`src/rtl/pswrm_pkg.sv`:
```
// Shared constants, codes and controller/datapath interface types for the
// per-source window rate monitor. No dependencies.
package pswrm_pkg;

    localparam int RING_DEPTH  = 256;
    localparam int RING_AW     = $clog2(RING_DEPTH);
    localparam int FILL_W      = $clog2(RING_DEPTH + 1);
    localparam int TABLE_DEPTH = 64;
    localparam int TAB_AW      = $clog2(TABLE_DEPTH);
    localparam int FLOOD_WINDOW = 5;
    localparam int RATE_WINDOW  = 2;

    localparam int TIME_W     = 32;
    localparam int ADDR_W     = 32;
    localparam int BYTES_W    = 16;
    localparam int CNT_W      = 9;
    localparam int CNT_MAX    = (2 ** CNT_W) - 1;
    localparam int PKT_W      = 32;
    localparam int BYTE_TOT_W = 48;
    localparam int WIN_W      = 8;
    localparam int THR_W      = 9;
    localparam int BLC_W      = 3;
    localparam int BL_NUM     = 4;
    localparam int CFG_IDX_W  = 3;
    localparam int CFG_DATA_W = 32;

    // Ring identifiers
    typedef logic [1:0] ring_id_t;
    localparam ring_id_t RING_SPIKE = 2'd0;
    localparam ring_id_t RING_FLOOD = 2'd1;
    localparam ring_id_t RING_RATE  = 2'd2;

    // Configuration register indexes
    typedef logic [CFG_IDX_W-1:0] cfg_idx_t;
    localparam cfg_idx_t CFG_WINDOW    = 3'd0;
    localparam cfg_idx_t CFG_SPIKE_THR = 3'd1;
    localparam cfg_idx_t CFG_FLOOD_THR = 3'd2;
    localparam cfg_idx_t CFG_BL_COUNT  = 3'd3;
    localparam cfg_idx_t CFG_BL_ADDR0  = 3'd4;
    localparam cfg_idx_t CFG_BL_ADDR1  = 3'd5;
    localparam cfg_idx_t CFG_BL_ADDR2  = 3'd6;
    localparam cfg_idx_t CFG_BL_ADDR3  = 3'd7;

    // Commands from controller to datapath
    typedef struct packed {
        logic     latch_in;     // capture input item, clear per-item flags
        ring_id_t ring;         // ring addressed by ring commands
        logic     ring_rd;      // read oldest slot of ring
        logic     pop;          // advance oldest slot of ring
        logic     keep;         // early eviction: keep current entry, flag overflow
        logic     push;         // write new slot of ring
        logic     cnt_rd;       // read count pair
        logic     cnt_from_idx; // count address is the item's entry
        logic     cnt_dec;      // write back decremented count of ring entry
        logic     cnt_inc;      // write back incremented counts of item's entry
        logic     key_rd;       // read key at scan index
        logic     scan_cmp;     // compare key, advance scan index
        logic     decide;       // pick entry, allocate if new
        logic     load_out;     // load result register
    } cmd_t;

    // Status from datapath to controller
    typedef struct packed {
        logic fill_zero;
        logic fill_full;
        logic aged;
        logic hit;
        logic scan_last;
        logic no_entry;
        logic out_free;
    } stat_t;

    function automatic logic [CNT_W-1:0] clip_count(input logic [FILL_W-1:0] c);
        logic [CNT_W-1:0] r;
        if (32'(c) > 32'(CNT_MAX)) begin
            r = '1;
        end else begin
            r = CNT_W'(c);
        end
        return r;
    endfunction

endpackage

```
`src/rtl/pswrm_ctrl.sv`:
```
// Sequencing state machine of the rate monitor: purge, lookup, ring pushes,
// count update and result hand-off. Depends on pswrm_pkg.
module pswrm_ctrl (
    input  logic                aclk,
    input  logic                aresetn,
    input  logic                s_valid,
    output logic                s_ready,
    input  pswrm_pkg::stat_t    stat,
    output pswrm_pkg::cmd_t     cmd
);

    typedef enum logic [3:0] {
        ST_IDLE, ST_PCHK, ST_PRD, ST_PCNT, ST_LRD, ST_LCMP, ST_LDEC,
        ST_PUSH, ST_EVRD, ST_EVCNT, ST_PUSHW, ST_INC, ST_INCW, ST_RPUSH, ST_DONE
    } state_t;

    state_t              state_reg, state_next;
    pswrm_pkg::ring_id_t ring_reg, ring_next;

    assign s_ready = (state_reg == ST_IDLE);

    // Next state and commands
    always_comb begin
        state_next = state_reg;
        ring_next  = ring_reg;
        cmd        = '0;
        cmd.ring   = ring_reg;
        unique case (state_reg)
            ST_IDLE: begin
                if (s_valid) begin
                    cmd.latch_in = 1'b1;
                    ring_next    = pswrm_pkg::RING_SPIKE;
                    state_next   = ST_PCHK;
                end
            end
            // Purge aged entries, one ring after another
            ST_PCHK: begin
                if (stat.fill_zero) begin
                    if (ring_reg == pswrm_pkg::RING_RATE) begin
                        state_next = ST_LRD;
                    end else begin
                        ring_next  = ring_reg + 2'd1;
                    end
                end else begin
                    cmd.ring_rd = 1'b1;
                    state_next  = ST_PRD;
                end
            end
            ST_PRD: begin
                if (!stat.aged) begin
                    if (ring_reg == pswrm_pkg::RING_RATE) begin
                        state_next = ST_LRD;
                    end else begin
                        ring_next  = ring_reg + 2'd1;
                        state_next = ST_PCHK;
                    end
                end else if (ring_reg == pswrm_pkg::RING_RATE) begin
                    cmd.pop    = 1'b1;
                    state_next = ST_PCHK;
                end else begin
                    cmd.cnt_rd = 1'b1;
                    state_next = ST_PCNT;
                end
            end
            ST_PCNT: begin
                cmd.cnt_dec = 1'b1;
                cmd.pop     = 1'b1;
                state_next  = ST_PCHK;
            end
            // Scan the source table
            ST_LRD: begin
                cmd.key_rd = 1'b1;
                state_next = ST_LCMP;
            end
            ST_LCMP: begin
                cmd.scan_cmp = 1'b1;
                if (stat.hit || stat.scan_last) begin
                    state_next = ST_LDEC;
                end else begin
                    state_next = ST_LRD;
                end
            end
            ST_LDEC: begin
                cmd.decide = 1'b1;
                if (stat.no_entry) begin
                    ring_next  = pswrm_pkg::RING_RATE;
                    state_next = ST_RPUSH;
                end else begin
                    ring_next  = pswrm_pkg::RING_SPIKE;
                    state_next = ST_PUSH;
                end
            end
            // Push into spike then flood ring, evicting early when full
            ST_PUSH: begin
                if (stat.fill_full) begin
                    cmd.ring_rd = 1'b1;
                    state_next  = ST_EVRD;
                end else begin
                    state_next  = ST_PUSHW;
                end
            end
            ST_EVRD: begin
                cmd.cnt_rd = 1'b1;
                state_next = ST_EVCNT;
            end
            ST_EVCNT: begin
                cmd.cnt_dec = 1'b1;
                cmd.keep    = 1'b1;
                cmd.pop     = 1'b1;
                state_next  = ST_PUSHW;
            end
            ST_PUSHW: begin
                cmd.push = 1'b1;
                if (ring_reg == pswrm_pkg::RING_SPIKE) begin
                    ring_next  = pswrm_pkg::RING_FLOOD;
                    state_next = ST_PUSH;
                end else begin
                    state_next = ST_INC;
                end
            end
            // Count the item for its source
            ST_INC: begin
                cmd.cnt_rd       = 1'b1;
                cmd.cnt_from_idx = 1'b1;
                state_next       = ST_INCW;
            end
            ST_INCW: begin
                cmd.cnt_inc = 1'b1;
                ring_next   = pswrm_pkg::RING_RATE;
                state_next  = ST_RPUSH;
            end
            ST_RPUSH: begin
                cmd.push = 1'b1;
                cmd.pop  = stat.fill_full;
                cmd.keep = stat.fill_full;
                state_next = ST_DONE;
            end
            ST_DONE: begin
                if (stat.out_free) begin
                    cmd.load_out = 1'b1;
                    state_next   = ST_IDLE;
                end
            end
            default: begin
                state_next = ST_IDLE;
            end
        endcase
    end

    // Hold state
    always_ff @(posedge aclk) begin
        if (!aresetn) begin
            state_reg <= ST_IDLE;
            ring_reg  <= pswrm_pkg::RING_SPIKE;
        end else begin
            state_reg <= state_next;
            ring_reg  <= ring_next;
        end
    end

endmodule

```
`config.mk`:
```
export PLATFORM = sky130hd
export DESIGN_NAME = pswrm_ctrl
export DESIGN_NICKNAME = d
export VERILOG_FILES = /design/src/rtl/pswrm_pkg.sv /design/src/rtl/pswrm_ctrl.sv
export SDC_FILE = /design/constraint.sdc
export NUM_CORES = 1
export LEC_CHECK = 0
export BUFFER_PORTS_ARGS = -buffer_cell sky130_fd_sc_hd__buf_2
export CAP_MARGIN = 25
export CORE_MARGIN = 8
export CORE_UTILIZATION = 53
export CTS_BUF_LIST = sky130_fd_sc_hd__clkbuf_16
export DETAILED_ROUTE_END_ITERATION = 10
export PLACE_DENSITY = 0.94
export SKIP_CTS_REPAIR_TIMING = 1
export SLEW_MARGIN = 10
export SYNTH_ARGS = -nofsm -noshare
export SYNTH_HDL_FRONTEND = slang
export SYNTH_SLANG_ARGS = --single-unit
```
`constraint.sdc`:
```
create_clock -name aclk -period 3.4 [get_ports aclk]
set_clock_uncertainty 0.05 [all_clocks]
set_input_delay 0.51 -clock aclk [delete_from_list [all_inputs] [get_ports aclk]]
set_output_delay 0.51 -clock aclk [all_outputs]
set_load 0.01 [all_outputs]
```
# Word level (Yosys, flattened, before mapping)
# Cells that the tools add are included.
# op_classes
n_addsub	1
eq_ne	21
n_mux	40
reduce_logical	9
# op_table
op	n
$pmux W4 S15	1
$eq A4 B4 Y1 const B	7
$mux W4	7
$mux W2	9
$mux W1	17
$eq A4 B3 Y1 const B	4
$pmux W2 S6	1
$ne A2 B2 Y1 const B	5
$eq A4 B2 Y1 const B	2
$pmux W1 S2	3
$reduce_bool A6 Y1	1
$reduce_or A2 Y1	3
$reduce_and A5 Y1	1
$eq A4 B1 Y1 const B	1
$logic_not A4 Y1	1
$mux W3	1
$ne A3 B3 Y1 const B	1
$pmux W1 S3	1
$reduce_and A3 Y1	1
$add A2 B1 Y2 const B	1
$eq A2 B2 Y1 const B	1
$logic_not A2 Y1	1
$logic_or A1 B1 Y1	1
# totals
reg_bits	6
in_bits	10
output_inout_bits	16
elab_cells	73

# Longest topological paths before layout
# logic_depth
depth_word	4
ltp_mapped	7
ltp_nobuf	7

# Worst setup path before layout
# Ideal clock, no wire load.
# synth_timing
path_type	register -> output
from	register state_reg[3]
to	output port cmd[10] in the netlist's numbering
arrival_time_ns	1.264
required_time_ns	2.840
setup_slack_ns	1.576
path_stages_with_launch	8
path_buffers	3
cell_sequence	dfxtp_1 buf_2 buf_2 clkbuf_1 nand3b_1 o21ai_0 nand2_1 o21ai_0
# synth_lines
element	line	source
start: declaration	pswrm_ctrl.sv:17	state_t state_reg, state_next;
start signal: assignment	pswrm_ctrl.sv:156	state_reg <= state_next;
end: declaration	pswrm_ctrl.sv:9	output pswrm_pkg::cmd_t cmd

==> impl_metrics.toml <==
[run_status]
outcome = "completed"

[run]
max_cap_violations = 0

[timing]
finalSetupTns_ns = 0
slew_viol_final = 0
max_freq_ghz = 0.394
post-route-min-period_ns = 2.54
hold_ws_ns = 0.418
rsz0062_at_grt = "false"
slew_headroom_pct = 43.5
worstMarginPinSlew_ns = 0.846
min_period_over_period_pct = 74.6
hold_viol = 0
setup_viol = 0

[logic_synthesis]
synth-edff-count = 0
async_reset_ff_share_pct = 0
synth_area_um2 = 797
syn_nets = 137
ys.warnings.count = 0
yosysUniqueCellTypes = 39
synth_ff_type = "dfxtp_1"
syn_avg_cell_area_um2 = 6.43
synth_seq_area_share_pct = 15.1
syn_inst = 124
ys_ff_latch = 6

[route]
routed_wl_um = 2290
drt_iter0_markers = 37
via_per_inst = 6.02
drcViolationCount = 0
dr.pass1.iters = 4
num_vias = 945
wire_per_inst_um = 14.6
antenna_left = 0

[die]
die-width_um = 54.8
io_pins = 26
die_y_um = 54.8
initial_utilization_pct = 54.8
dieArea_um2 = 3000
rows = 14
coreArea_um2 = 1450

[pwr]
p_leak_nw = 0.440
ir_drop_v = 0.000422
p_per_area_nw_per_um2 = 483

[clocking]
insertion_delay_ns = 0.23
cts_sinks = 6
clockBufferDepth = 2
cts-buffers-inserted = 3
path_clk_slew_ns = 0.03
htree_levels = 1
cts_tree = "done"
cts_root_buf = "clkbuf_16"

[worst_setup_path]
critPathMaxStageDelay_ns = 0.84
path_max_fanout = 27
cp.buffers_inverters = 1
cpMaxStageDelayCell = "dfxtp_1"
path_delay_family = "flip-flops"
reg2reg_slack_ns = 1.39
setup.worst_path.start_class = "register"
cp.required_ns = 2.84
path_cells = "nor2b_1 -> nand2_1 -> or3_1 -> a21oi_1 -> buf_2"
crit_path_end_kind = "output pin"
path_class = "reg -> out"
critPathArrivalTime_ns = 1.98

[global_route]
grt-ovfl-total = 0
grt_pass1_vias = 882
grt_pass1_wl_um = 3790
antenna_found_initial = 0
grt_use_total_pct = 16.4
grt_start_max_net_pins = 31

[placed_design]
globalplace.congestion = 0.889
dp_hpwl_um = 1670
port_buffers = 25

[layout]
largest_reg_flops = 4
layout_common_cells = "buf_2, o21ai_0, nand2_1"
final_nets = 156
diodes = 0
mostFrequentLayoutCell = "buf_2"
drive_gt1_share_pct = 22.0
syn_to_final_growth_pct = 20.1

[worst_hold_path]
hold_class = "reg -> reg"
cell type report:
class	count	area (µm²)
Tap cell	16	20.0
Timing Repair Buffer	25	125
Multi-Input combinational cell	99	587
Sequential cell	6	120
Fill cell	135	497
Clock buffer	3	75.1
Inverter	8	30.0
worst register-to-register path, delay by kind of cell (launching register included):
kind | cells | cell delay [ns]
AOI/OAI and AO/OA | 4 | 0.62
DFF | 1 | 0.84
and+or+nand+nor | 1 | 0.38
final timing paths:
check / start / end / cells after the start
max: state_reg[1] / cmd[7] / 5
min: ring_reg[0] / ring_reg[0] / 2
max reg2reg: state_reg[1] / ring_reg[1] / 5
min reg2reg: ring_reg[0] / ring_reg[0] / 2
metrics by stage:
step | cell area, µm² | util [%] | worst slack, ns | total power, mW | std cells
3_3_place_gp | 882 | 60.7 | 1.19 | 0.263 | 154
4_1_cts | 957 | 65.8 | 0.895 | 0.465 | 157
3_5_place_dp | 882 | 60.7 | 1.14 | 0.269 | 154
5_1_grt | 957 | 65.8 | 0.731 | 0.493 | 157
6_report | 957 | 65.8 | 0.865 | 0.462 | 157
2_1_floorplan | 797 | - | 1.58 | 0.226 | 124
report_power, final:
group          switching [mW]  internal, mW  total (mW)
sequential             0.0281        0.0802       0.108
clock                  0.0393         0.151       0.190
combinational          0.0929        0.0705       0.163
total                   0.160         0.302       0.462
cells by family after synthesis:
logic type                 after synthesis  share of synthesized area, %
AOI/OAI and AO/OA                       37                          28.7
xor gates and xnor gates                 1                          1.10
adders and majority gates                3                          4.71
buffers and inverters                   19                          11.3
DFF                                      6                          15.1
muxes                                    2                          2.67
and+or+nand+nor                         56                          36.4
Yosys cell counts (all sizes together) (2+ instances only):
library cell	count	share of area, %
and2	5	4.2
nand2b	7	5.5
o21a	2	1.9
dfxtp	6	15
nand3	2	1.3
buf	8	6.1
a21oi	7	4.9
nand2	14	6.6
and3	2	1.6
nor3	6	3.8
o21ai	15	9.4
a21boi	2	1.9
nor2b	2	1.6
or3	2	1.6
ha	3	4.7
inv	8	3.8
nor2	10	4.7
a31oi	4	3.1
clkbuf	3	1.4
per-layer routing:
layer | global-route usage, % | wire length [µm] | vias to the layer above
met5 | 0 | 0 | -
met4 | 8.61 | 28 | 0
li1 | - | - | 470
met2 | 27.5 | 1110 | 62
met1 | 19.4 | 870 | 409
met3 | 2.72 | 284 | 4
No activity file was read; power rests on OpenSTA's default activity.
